[src/rtl/rbp_pkg.sv]
package rbp_pkg;

   localparam int HANDLE_W = 7;
   localparam int COUNT_W  = 16;
   localparam int MODE_W   = 2;
   localparam int STATUS_W = 3;

   localparam int NUM_HANDLES_DEFAULT = 64;
   localparam int ZERO_HANDLE         = 0;

   localparam logic [COUNT_W-1:0] COUNT_MAX = '1;

   localparam logic [MODE_W-1:0] MODE_GET     = 2'd0;
   localparam logic [MODE_W-1:0] MODE_RELEASE = 2'd1;
   localparam logic [MODE_W-1:0] MODE_RESERVE = 2'd2;

   localparam logic [STATUS_W-1:0] ST_OK        = 3'd0;
   localparam logic [STATUS_W-1:0] ST_FREED     = 3'd1;
   localparam logic [STATUS_W-1:0] ST_UNTRACKED = 3'd2;
   localparam logic [STATUS_W-1:0] ST_ZERO      = 3'd3;
   localparam logic [STATUS_W-1:0] ST_EXHAUSTED = 3'd4;

   typedef struct packed {
      logic [MODE_W-1:0]   mode;
      logic [HANDLE_W-1:0] handle;
      logic [COUNT_W-1:0]  amount;
   } req_type;

   typedef struct packed {
      logic [HANDLE_W-1:0] result_handle;
      logic [STATUS_W-1:0] status;
      logic [COUNT_W-1:0]  remaining;
   } rsp_type;

   // state updates decided for one request
   typedef struct packed {
      logic pop;
      logic create;
      logic push;
      logic trk_set;
      logic trk_clr;
      logic rc_we;
   } ctl_type;

endpackage

[src/rtl/rbp_ram.sv]
module rbp_ram #(
   parameter int WIDTH = 8,
   parameter int DEPTH = 64
) (
   input  logic                     clock,
   input  logic                     wr_en,
   input  logic [$clog2(DEPTH)-1:0] wr_addr,
   input  logic [WIDTH-1:0]         wr_data,
   input  logic                     rd_en,
   input  logic [$clog2(DEPTH)-1:0] rd_addr,
   output logic [WIDTH-1:0]         rd_data
);

   logic [WIDTH-1:0] mem [DEPTH];
   logic [WIDTH-1:0] rd_data_ff;

   // read returns the old contents on an address collision
   always_ff @(posedge clock) begin
      if (wr_en) begin
         mem[wr_addr] <= wr_data;
      end
      if (rd_en) begin
         rd_data_ff <= mem[rd_addr];
      end
   end

   assign rd_data = rd_data_ff;

endmodule

[src/rtl/rbp_update.sv]
module rbp_update (
   input  rbp_pkg::req_type              item,
   input  logic                          trk_hit,
   input  logic [rbp_pkg::COUNT_W-1:0]   rc_data,
   input  logic                          stk_nonempty,
   input  logic [rbp_pkg::HANDLE_W-1:0]  stk_data,
   input  logic                          can_create,
   input  logic [rbp_pkg::HANDLE_W-1:0]  fresh_handle,
   output rbp_pkg::ctl_type              ctl,
   output logic [rbp_pkg::HANDLE_W-1:0]  target_handle,
   output logic [rbp_pkg::COUNT_W-1:0]   rc_wdata,
   output rbp_pkg::rsp_type              rsp
);

   always_comb begin
      logic [rbp_pkg::COUNT_W:0]    sum;
      logic [rbp_pkg::HANDLE_W-1:0] grant;
      logic                         granted;

      sum     = {1'b0, rc_data} + {1'b0, item.amount};
      grant   = stk_data;
      granted = 1'b0;

      ctl                = '0;
      target_handle      = item.handle;
      rc_wdata           = '0;
      rsp.result_handle  = item.handle;
      rsp.status         = rbp_pkg::ST_UNTRACKED;
      rsp.remaining      = '0;

      case (item.mode)
         rbp_pkg::MODE_GET: begin
            if (stk_nonempty) begin
               ctl.pop = 1'b1;
               grant   = stk_data;
               granted = 1'b1;
            end else if (can_create) begin
               ctl.create = 1'b1;
               grant      = fresh_handle;
               granted    = 1'b1;
            end
            if (granted) begin
               ctl.trk_set       = 1'b1;
               ctl.rc_we         = 1'b1;
               target_handle     = grant;
               rc_wdata          = item.amount;
               rsp.result_handle = grant;
               rsp.status        = rbp_pkg::ST_OK;
               rsp.remaining     = item.amount;
            end else begin
               rsp.result_handle = '0;
               rsp.status        = rbp_pkg::ST_EXHAUSTED;
            end
         end
         rbp_pkg::MODE_RELEASE, rbp_pkg::MODE_RESERVE: begin
            if (item.handle == rbp_pkg::HANDLE_W'(rbp_pkg::ZERO_HANDLE)) begin
               rsp.status = rbp_pkg::ST_ZERO;
            end else if (trk_hit) begin
               if (item.mode == rbp_pkg::MODE_RELEASE) begin
                  // a count of zero or one frees the handle, no wrap
                  if (rc_data <= rbp_pkg::COUNT_W'(1)) begin
                     ctl.trk_clr = 1'b1;
                     ctl.push    = 1'b1;
                     rsp.status  = rbp_pkg::ST_FREED;
                  end else begin
                     ctl.rc_we     = 1'b1;
                     rc_wdata      = rc_data - rbp_pkg::COUNT_W'(1);
                     rsp.status    = rbp_pkg::ST_OK;
                     rsp.remaining = rc_data - rbp_pkg::COUNT_W'(1);
                  end
               end else begin
                  ctl.rc_we     = 1'b1;
                  rc_wdata      = sum[rbp_pkg::COUNT_W] ? rbp_pkg::COUNT_MAX
                                                        : sum[rbp_pkg::COUNT_W-1:0];
                  rsp.status    = rbp_pkg::ST_OK;
                  rsp.remaining = sum[rbp_pkg::COUNT_W] ? rbp_pkg::COUNT_MAX
                                                        : sum[rbp_pkg::COUNT_W-1:0];
               end
            end
         end
         default: begin
         end
      endcase
   end

endmodule

[src/rtl/refcounted_buffer_pool.sv]
// channel   dir  payload           transfer when
// req_*     in   rbp_pkg::req_type req_valid & req_ready
// rsp_*     out  rbp_pkg::rsp_type rsp_valid & rsp_ready
//
// One request per cycle while the response register can drain. A request is latched
// with its count table and free stack reads issued at the same edge; the request stage
// then decides, writes back and loads the response register, which raises rsp_valid.
// Synchronous reset clears the stack pointer, the created count and the tracked
// bits; no clearing pass. A stalled response holds the request stage; the request
// side keeps taking items while the response register can drain.
module refcounted_buffer_pool #(
   parameter int NUM_HANDLES = rbp_pkg::NUM_HANDLES_DEFAULT
) (
   input  logic             clock,
   input  logic             reset,
   input  logic             req_valid,
   output logic             req_ready,
   input  rbp_pkg::req_type req_data,
   output logic             rsp_valid,
   input  logic             rsp_ready,
   output rbp_pkg::rsp_type rsp_data
);

   localparam int IDX_W = $clog2(NUM_HANDLES);
   localparam int CNT_W = $clog2(NUM_HANDLES + 1);

   logic                         s0_valid_ff;
   rbp_pkg::req_type             s0_item_ff;
   logic                         rsp_valid_ff;
   rbp_pkg::rsp_type             rsp_data_ff;
   logic [CNT_W-1:0]             free_top_ff, free_top_in;
   logic [CNT_W-1:0]             created_ff, created_in;
   logic [NUM_HANDLES-1:0]       tracked_ff;

   logic                         rc_fwd_valid_ff;
   logic [IDX_W-1:0]             rc_fwd_addr_ff;
   logic [rbp_pkg::COUNT_W-1:0]  rc_fwd_data_ff;
   logic                         stk_fwd_valid_ff;
   logic [IDX_W-1:0]             stk_fwd_addr_ff;
   logic [rbp_pkg::HANDLE_W-1:0] stk_fwd_data_ff;

   logic                         fire, accept;
   logic [IDX_W-1:0]             s0_idx, pop_idx, tgt_idx, push_idx;
   logic                         in_range, trk_hit, push_ok;
   logic [rbp_pkg::COUNT_W-1:0]  rc_rdata, rc_data;
   logic [rbp_pkg::HANDLE_W-1:0] stk_rdata, stk_data, fresh_handle;
   rbp_pkg::ctl_type             ctl;
   logic [rbp_pkg::HANDLE_W-1:0] target_handle;
   logic [rbp_pkg::COUNT_W-1:0]  rc_wdata;
   rbp_pkg::rsp_type             rsp_next;

   assign fire      = s0_valid_ff && (!rsp_valid_ff || rsp_ready);
   assign req_ready = !s0_valid_ff || fire;
   assign accept    = req_valid && req_ready;

   assign s0_idx   = IDX_W'(s0_item_ff.handle - rbp_pkg::HANDLE_W'(1));
   assign pop_idx  = IDX_W'(free_top_ff - CNT_W'(1));
   assign push_idx = IDX_W'(free_top_ff);
   assign tgt_idx  = IDX_W'(target_handle - rbp_pkg::HANDLE_W'(1));

   assign in_range = (s0_item_ff.handle != rbp_pkg::HANDLE_W'(rbp_pkg::ZERO_HANDLE)) &&
                     (int'(s0_item_ff.handle) <= NUM_HANDLES);
   assign trk_hit  = in_range && tracked_ff[s0_idx];

   // last write to each memory, to cover a read issued at the same edge
   assign rc_data  = (rc_fwd_valid_ff && rc_fwd_addr_ff == s0_idx) ? rc_fwd_data_ff
                                                                   : rc_rdata;
   assign stk_data = (stk_fwd_valid_ff && stk_fwd_addr_ff == pop_idx) ? stk_fwd_data_ff
                                                                      : stk_rdata;

   assign fresh_handle = rbp_pkg::HANDLE_W'(created_ff + CNT_W'(1));
   assign push_ok      = ctl.push && (int'(free_top_ff) < NUM_HANDLES);

   rbp_update u_update (
      .item          (s0_item_ff),
      .trk_hit       (trk_hit),
      .rc_data       (rc_data),
      .stk_nonempty  (free_top_ff != '0),
      .stk_data      (stk_data),
      .can_create    (int'(created_ff) < NUM_HANDLES),
      .fresh_handle  (fresh_handle),
      .ctl           (ctl),
      .target_handle (target_handle),
      .rc_wdata      (rc_wdata),
      .rsp           (rsp_next)
   );

   always_comb begin
      free_top_in = free_top_ff;
      created_in  = created_ff;
      if (fire) begin
         if (ctl.pop) begin
            free_top_in = free_top_ff - CNT_W'(1);
         end else if (push_ok) begin
            free_top_in = free_top_ff + CNT_W'(1);
         end
         if (ctl.create) begin
            created_in = created_ff + CNT_W'(1);
         end
      end
   end

   rbp_ram #(
      .WIDTH (rbp_pkg::COUNT_W),
      .DEPTH (NUM_HANDLES)
   ) u_ref_count (
      .clock   (clock),
      .wr_en   (fire && ctl.rc_we),
      .wr_addr (tgt_idx),
      .wr_data (rc_wdata),
      .rd_en   (accept),
      .rd_addr (IDX_W'(req_data.handle - rbp_pkg::HANDLE_W'(1))),
      .rd_data (rc_rdata)
   );

   rbp_ram #(
      .WIDTH (rbp_pkg::HANDLE_W),
      .DEPTH (NUM_HANDLES)
   ) u_free_stack (
      .clock   (clock),
      .wr_en   (fire && push_ok),
      .wr_addr (push_idx),
      .wr_data (s0_item_ff.handle),
      .rd_en   (accept),
      .rd_addr (IDX_W'(free_top_in - CNT_W'(1))),
      .rd_data (stk_rdata)
   );

   always_ff @(posedge clock) begin
      if (reset) begin
         s0_valid_ff      <= 1'b0;
         rsp_valid_ff     <= 1'b0;
         free_top_ff      <= '0;
         created_ff       <= '0;
         tracked_ff       <= '0;
         rc_fwd_valid_ff  <= 1'b0;
         stk_fwd_valid_ff <= 1'b0;
      end else begin
         if (accept) begin
            s0_valid_ff <= 1'b1;
         end else if (fire) begin
            s0_valid_ff <= 1'b0;
         end
         if (fire) begin
            rsp_valid_ff <= 1'b1;
         end else if (rsp_ready) begin
            rsp_valid_ff <= 1'b0;
         end
         free_top_ff <= free_top_in;
         created_ff  <= created_in;
         if (fire && ctl.trk_set) begin
            tracked_ff[tgt_idx] <= 1'b1;
         end
         if (fire && ctl.trk_clr) begin
            tracked_ff[tgt_idx] <= 1'b0;
         end
         if (fire && ctl.rc_we) begin
            rc_fwd_valid_ff <= 1'b1;
         end
         if (fire && push_ok) begin
            stk_fwd_valid_ff <= 1'b1;
         end
      end
   end

   always_ff @(posedge clock) begin
      if (accept) begin
         s0_item_ff <= req_data;
      end
      if (fire) begin
         rsp_data_ff <= rsp_next;
      end
      if (fire && ctl.rc_we) begin
         rc_fwd_addr_ff <= tgt_idx;
         rc_fwd_data_ff <= rc_wdata;
      end
      if (fire && push_ok) begin
         stk_fwd_addr_ff <= push_idx;
         stk_fwd_data_ff <= s0_item_ff.handle;
      end
   end

   assign rsp_valid = rsp_valid_ff;
   assign rsp_data  = rsp_data_ff;

   a_stack_within_created: assert property (@(posedge clock) disable iff (reset)
      free_top_ff <= created_ff)
      else $error("free stack deeper than created handles");

   a_created_bound: assert property (@(posedge clock) disable iff (reset)
      int'(created_ff) <= NUM_HANDLES)
      else $error("created count beyond pool size");

   a_handle_conservation: assert property (@(posedge clock) disable iff (reset)
      $countones(tracked_ff) + int'(free_top_ff) == int'(created_ff))
      else $error("tracked plus free handles differ from created count");

   a_exhausted_zero: assert property (@(posedge clock) disable iff (reset)
      (fire && rsp_next.status == rbp_pkg::ST_EXHAUSTED) |=>
         (rsp_data.result_handle == '0 && rsp_data.remaining == '0))
      else $error("exhausted response carries a handle or count");

endmodule

[config.mk]
export PLATFORM = sky130hd
export DESIGN_NAME = refcounted_buffer_pool
export DESIGN_NICKNAME = d
export VERILOG_FILES = /design/src/rtl/rbp_pkg.sv /design/src/rtl/rbp_ram.sv /design/src/rtl/rbp_update.sv /design/src/rtl/refcounted_buffer_pool.sv
export SDC_FILE = /design/constraint.sdc
export NUM_CORES = 2
export LEC_CHECK = 0
export BUFFER_PORTS_ARGS = -buffer_cell sky130_fd_sc_hd__buf_2
export CORE_MARGIN = 2
export CORE_UTILIZATION = 60
export DETAILED_ROUTE_END_ITERATION = 8
export GPL_ROUTABILITY_DRIVEN = 0
export PLACE_DENSITY = 0.88
export RECOVER_POWER = 50
export SYNTH_ARGS = -nofsm -noshare
export SYNTH_HDL_FRONTEND = slang
export SYNTH_SLANG_ARGS = --single-unit
export TNS_END_PERCENT = 5
[constraint.sdc]
create_clock -name clock -period 32.1 [get_ports clock]
set_input_delay 0 -clock clock [delete_from_list [all_inputs] [get_ports clock]]
set_output_delay 0 -clock clock [all_outputs]
set_load 0.05 [all_outputs]
======== After elaboration in Yosys (flattened, before gate mapping) ========
Memory sizes are Yosys's and may differ from the RTL's. A register that Yosys moved wholly into a read port is not among the register bits.
Cells that the tools add are included.
storage, ports and cells
  register bits after elaboration ......... 168
  bits in writable memories ............... 1472
  output and inout port bits .............. 28
  word-level logic and storage cells ...... 124
  memories ................................ 2
cells by class
  add/sub/neg operators ................... 9
  order comparisons ....................... 7
  equality and inequality tests ........... 4
  muxes and demuxes ....................... 58
  bitwise operators ....................... 3
  reduce and logical (&&, ||, !) cells .... 24
memory list
  name              depth  width  read ports  clocked after memory_dff  wr ports  RTL line       source
  u_ref_count.mem   64     16     1           1                         1         rbp_ram.sv:14  logic [WIDTH-1:0] mem [DEPTH];
  u_free_stack.mem  64     7      1           1                         1         rbp_ram.sv:14
operators by type and width
  cell                     number
  $mux W64                 3
  $mux W16                 8
  $and A64 B64 Y64         1
  $not A64 Y64             1
  $or A64 B64 Y64          1
  $mux W7                  7
  $mux W19                 2
  $pmux W19 S2             1
  $pmux W16 S2             1
  $mux W1                  26
  $sub A6 B1 Y6 const B    4
  $add A16 B16 Y17         1
  $le A16 B1 Y1 const B    1
  $sub A16 B1 Y16 const B  1
  $add A7 B1 Y7 const B    2
  $lt A6 B7 Y1 const B     2
  $lt A7 B7 Y1 const B     2
  $reduce_bool A7 Y1       2
  $eq A6 B6 Y1             2
  $logic_and A1 B1 Y1      12
  $mux W6                  2
  $mux W10                 1
  $le A7 B7 Y1 const B     1
  $logic_not A7 Y1         1
  15 further kinds         20

======== Depth between registers and ports, before layout ========
  word-level depth ........................ 18
  gate-level depth with buffers ........... 32
  depth with buffers taken out ............ 22

======== Hierarchy ========
A second synthesis with hierarchy kept.
unflattened totals
  cell total of the unflattened synthesis .. 3560
  area, all modules ....................... 67191.9 sq um
by module, submodules not included
  module                  instances  cells an instance  area an instance (sq um)  sequential area each (sq um)
  rbp_ram (u_ref_count)   1          1829               40202.3                   31230.0
  rbp_ram (u_free_stack)  1          827                17705.7                   13663.1
  refcounted_buffer_pool  1          610                7375.8                    4224.1
  rbp_update              1          294                1908.1                    0.0

======== Worst setup path after synthesis ========
OpenSTA, ideal clock, no wires.
  path kind ............................... register to register
  start point ............................. reg s0_item_ff[16] in the netlist's numbering
  end point ............................... reg rc_fwd_data_ff[15] in the netlist's numbering (data pin)
  library setup time ...................... 0.927 ns
  arrival ................................. 9.917 ns
  required time ........................... 31.173 ns
  slack ................................... 21.256 ns
  stages on the path, launching flop included .. 27
  period minus slack after synthesis ...... 10.844 ns
  path through ............................ edfxtp_1 buf_4 inv_1 ha_1 clkbuf_2 xor2_1 nand4_1 nor3_2 nand2b_4 clkbuf_1 clkbuf_1 buf_1 mux2_2 ha_1 a21o_1 a21oi_1 o21bai_1 a21oi_1 o21bai_1 a21oi_1 o21bai_1 a21oi_1 o21ai_0 a41oi_1 mux2i_1 a2111oi_0 o41ai_1
between the ends
  longest elaborated chain between the ends .. 10
  elaborated cells between the ends (all ways) .. 20
RTL lines
  element                                         RTL line                            source
  start, declared                                 refcounted_buffer_pool.sv:28        rbp_pkg::req_type s0_item_ff;
  start signal, assigned                          refcounted_buffer_pool.sv:168       s0_item_ff <= req_data;
  $sub A6 B1 Y6                                   refcounted_buffer_pool.sv:56        assign s0_idx = IDX_W'(s0_item_ff.handle - rbp_pkg::HANDLE_W'(1));
  $eq A6 B6 Y1                                    refcounted_buffer_pool.sv:66        assign rc_data = (rc_fwd_valid_ff && rc_fwd_addr_ff == s0_idx) ? rc_fwd_data_ff
  $logic_and A1 B1 Y1                             refcounted_buffer_pool.sv:66
  $mux W16                                        refcounted_buffer_pool.sv:66
  $add A16 B16 Y17, or another cell as far along  rbp_update.sv:20                    sum = {1'b0, rc_data} + {1'b0, item.amount};
  $mux W16 (on tied branches)                     rbp_update.sv:73, rbp_update.sv:61
  $mux W16                                        rbp_update.sv:59                    if (item.mode == rbp_pkg::MODE_RELEASE) begin
  $mux W16                                        rbp_update.sv:58                    end else if (trk_hit) begin
  $mux W16 *                                      rbp_update.sv:56                    if (item.handle == rbp_pkg::HANDLE_W'(rbp_pkg::ZERO_HANDLE)) begin
  $pmux W16 S2 *                                  rbp_update.sv:31                    case (item.mode)
  named net rc_wdata (one bit)                    refcounted_buffer_pool.sv:49        logic [rbp_pkg::COUNT_W-1:0] rc_wdata;
  end signal, assigned                            refcounted_buffer_pool.sv:175       rc_fwd_data_ff <= rc_wdata;
  end, declared                                   refcounted_buffer_pool.sv:37        logic [rbp_pkg::COUNT_W-1:0] rc_fwd_data_ff;
Mark *: on every way through the listed nets, which the timed path passes. The rest lies on a longest branch. The select of a mux whose other input is x is not followed.
A chain may end at the register's enable or synchronous reset.

======== Worst setup path in the final report ========
  start point ............................. in req_data[16] in the netlist's numbering
  end point ............................... reg u_ref_count.rd_data_ff[0] (netlist: u_ref_count.rd_data[0]) (read register of u_ref_count.mem) (data pin)
between the ends
  longest elaborated chain between the ends .. 1
RTL lines
  element          RTL line                       source
  start, declared  refcounted_buffer_pool.sv:18   input rbp_pkg::req_type req_data,
  $sub A6 B1 Y6    refcounted_buffer_pool.sv:112  .rd_addr (IDX_W'(req_data.handle - rbp_pkg::HANDLE_W'(1))),
  end, declared    rbp_ram.sv:15                  logic [WIDTH-1:0] rd_data_ff;
No other way between the ends.

==> flow_metrics.env <==
export IMPL_antenna_found_initial=25
export IMPL_r2r_cells=22
export IMPL_slew_headroom_pct=-301
export IMPL_drtIter0Drc=6791
export IMPL_setup_violations=0
export IMPL_grt_usage_pct=33.2
export IMPL_synth_top_area_cell="edfxtp_1"
export IMPL_drive_gt1_share_pct=18.6
export IMPL_startpoint_type="input port"
export IMPL_total_power_w=0.00475
export IMPL_cap_violations=24
export IMPL_fp_dieH_um=339
export IMPL_violations="design-rule violations, max-capacitance violations, max-slew violations"
export IMPL_cts_setup_buffers=0
export IMPL_worstSetupEndpointType="register"
export IMPL_io_pins=57
export IMPL_drt_total_wl_um=189000
export IMPL_syn2layout_area_growth_pct=11.2
export IMPL_fin_crit_ps=18700
export IMPL_crit_type="in2reg"
export IMPL_routedWlPerCell_um=34.5
export IMPL_insertion_delay_ps=810
export IMPL_cts_inserted_buffers=158
export IMPL_syn_nets=3716
export IMPL_synth_ff_type="edfxtp_1"
export IMPL_cp_data_required_time_ps=32630
export IMPL_cts_tree="built"
export IMPL_initial_core_util_pct=60.6
export IMPL_drtPass1Iterations=9
export IMPL_io_buffers=56
export IMPL_synthDistinctLibCells=87
export IMPL_synth_edf_count=1581
export IMPL_whs_ps=137
export IMPL_min_path_cells=2
export IMPL_num_rows=122
export IMPL_rsz0062_at_grt="no"
export IMPL_die_area_mm2=0.115
export IMPL_crit_start="req_data[16]"
export IMPL_grt_max_degree=110
export IMPL_synthTopCellsByArea="edfxtp_1 71%, mux4_2 13%, mux2i_1 2.7%, dfxtp_1 2.4%, nand2_1 2.2%"
export IMPL_hpwl_um=102000
export IMPL_fin_cells=5479
export IMPL_synth_cells=3657
export IMPL_clock_path_buffers=3
export IMPL_utilization_pct=67.4
export IMPL_hp_class="in2reg"
export IMPL_overflow=0
export IMPL_first_global_vias=38900
export IMPL_ant_nets=0
export IMPL_cp_arrival_ps=19230
export IMPL_slew_viol_final=1117
export IMPL_vias_per_cell=7.20
export IMPL_dpl_cell_count=5134
export IMPL_slowest_stage="clkbuf_1"
export IMPL_cts_htree_levels=4
export IMPL_finalHoldViolCount=0
export IMPL_ys_ff_latch=1663
export IMPL_finalClockSkew_ps=65.1
export IMPL_syn_area_per_cell_um2=18.4
export IMPL_synth_top_cell_area_share_pct=70.6
export IMPL_cts_root_buffer="clkbuf_16"
export IMPL_timing_final_crit_share_pct=58.3
export IMPL_max_stage_delay_ps=4130
export IMPL_seq_area_frac_synth_pct=73.0
export IMPL_cellPowerDensity_mw_per_mm2=63.5
export IMPL_vdd_ir_drop_max_mv=0.0583
export IMPL_fin_nets=3908
export IMPL_drc_errors=39
export IMPL_crit_fanout=71
export IMPL_clkTransAtPathRegs_ps=70
export IMPL_vias=39400
export IMPL_r2r_start="s0_item_ff[16]"
export IMPL_max_slew_worst_pin_slew_ps=6010
export IMPL_clock_sinks=1663
export IMPL_fmax_ghz=0.0535
export IMPL_mappedNetlistArea_mm2=0.0672
export IMPL_tns_ps=0
export IMPL_leakagePower_nw=24.5
export IMPL_outcome="finished, violations left"
export IMPL_async_flop_share_pct=0
export IMPL_hp_start="req_data[19]"
export IMPL_core_area_mm2=0.111
export IMPL_grt_pass1_wl_um=274000
export IMPL_die_w_um=339
export IMPL_ys_warn_count=0
export IMPL_cp_cell_sequence="dlygate4sd3_1 > clkbuf_1 > inv_1 > ha_1 > clkbuf_1 > clkbuf_1 > clkbuf_1 > mux4_2 > mux4_2 > mux4_2"
export IMPL_critPathMostFrequentCell="clkbuf_1"
[synthesized netlist by cell type, drive strengths merged (39+ instances only)]
| master | n |
|---|---|
| edfxtp | 1581 |
| nand2 | 388 |
| mux4 | 380 |
| nor2 | 204 |
| mux2i | 179 |
| a21oi | 109 |
| clkbuf | 106 |
| o21ai | 88 |
| dfxtp | 82 |
| buf | 74 |
| nand3 | 73 |
| a211oi | 69 |
| xnor2 | 39 |
[layout make-up]
type | instances | area [um^2]
antenna | 9 | 22.5
clock buffer | 199 | 4180
clock inverter | 94 | 835
tap | 1488 | 1860
multi-input combinational | 1777 | 17300
timing repair buffer | 212 | 1330
inverter | 37 | 150
fill | 6266 | 36200
sequential | 1663 | 49100
[logic make-up (layout without fill, tap and decap cells)]
kind of cell               after synthesis  after routing  share of synthesized area [%]
AOI/OAI and AO/OA                      335            335                           3.14
xor gates and xnor gates                65             65                           1.03
adders and majority gates               30             30                          0.569
buffers and inverters                  217            542                           1.44
DFF                                   1663           1663                           73.0
muxes                                  576            576                           15.7
other                                    0              9                              0
and+or+nand+nor                        771            771                           5.10
[stage by stage]
step                      cell area (um^2)  worst slack, ps
after floorplan                      67200            21260
after global placement               69700            24100
after detailed placement             69700            23680
after CTS                            75200            23550
after global routing                 74800            12900
final                                74800            13400
[cells in the final DEF, fill, tap and decap left out, drive strengths merged, types with 9 or more instances in the layout]
cell type and count:
dlygate4sd3 43, inv 43, dfxtp 82, a211oi 69, nand4 21, clkbuf 294
nor2 204, edfxtp 1581, bufinv 9, mux2 17, nor3 30, nand2 388
ha 29, nand2b 9, a21oi 109, nand3 73, o21ai 88, o221ai 9
mux2i 179, mux4 380, diode 9, clkinv 73, xnor2 39, buf 74
xor2 22
[worst max-delay path: cells and delay by family]
family,cells,cell delay [ps]
muxes,3,1780
buffers and inverters,6,14470
adders and majority gates,1,2560
[power breakdown]
group	internal, W	switching, W
Sequential	0.00241	0.0000160
Combinational	0.000172	0.000303
Clock	0.00100	0.000841
Total	0.00359	0.00116
[timing repair]
action	CTS	global route
hold buffers	43	0
hold endpoints to repair	72	0
gates resized for setup	0	0
[registers in the layout, indices dropped and copies added (netlist names)]
register              flops
rc_fwd_valid_ff           1
stk_fwd_addr_ff           6
rsp_data                 26
u_free_stack.mem        448
rc_fwd_addr_ff            6
created_ff                7
u_ref_count.rd_data      16
s0_item_ff               25
u_ref_count.mem        1024
rsp_valid                 1
s0_valid_ff               1
rc_fwd_data_ff           16
free_top_ff               7
stk_fwd_data_ff           7
tracked_ff               64
u_free_stack.rd_data      7
stk_fwd_valid_ff          1
[per-layer routing]
layer	wire length (um)	track usage, %	vias to the layer above	part of all wire, %
li1	-	-	15000	-
met1	59700	40.6	19500	32
met2	89700	52.6	3868	47
met3	24600	9.97	1025	13
met4	14600	20.0	24	7.7
met5	156	0	-	0.083
[final timing paths]
| path | slack, ps | end |
|---|---|---|
| max | 13400 | u_ref_count.rd_data[0] |
| min | 140 | s0_item_ff[19] |
| max reg2reg | 17310 | u_free_stack.rd_data[0] |
| min reg2reg | 480 | rc_fwd_valid_ff |
Note: power is estimated with default switching activity, not from simulation.
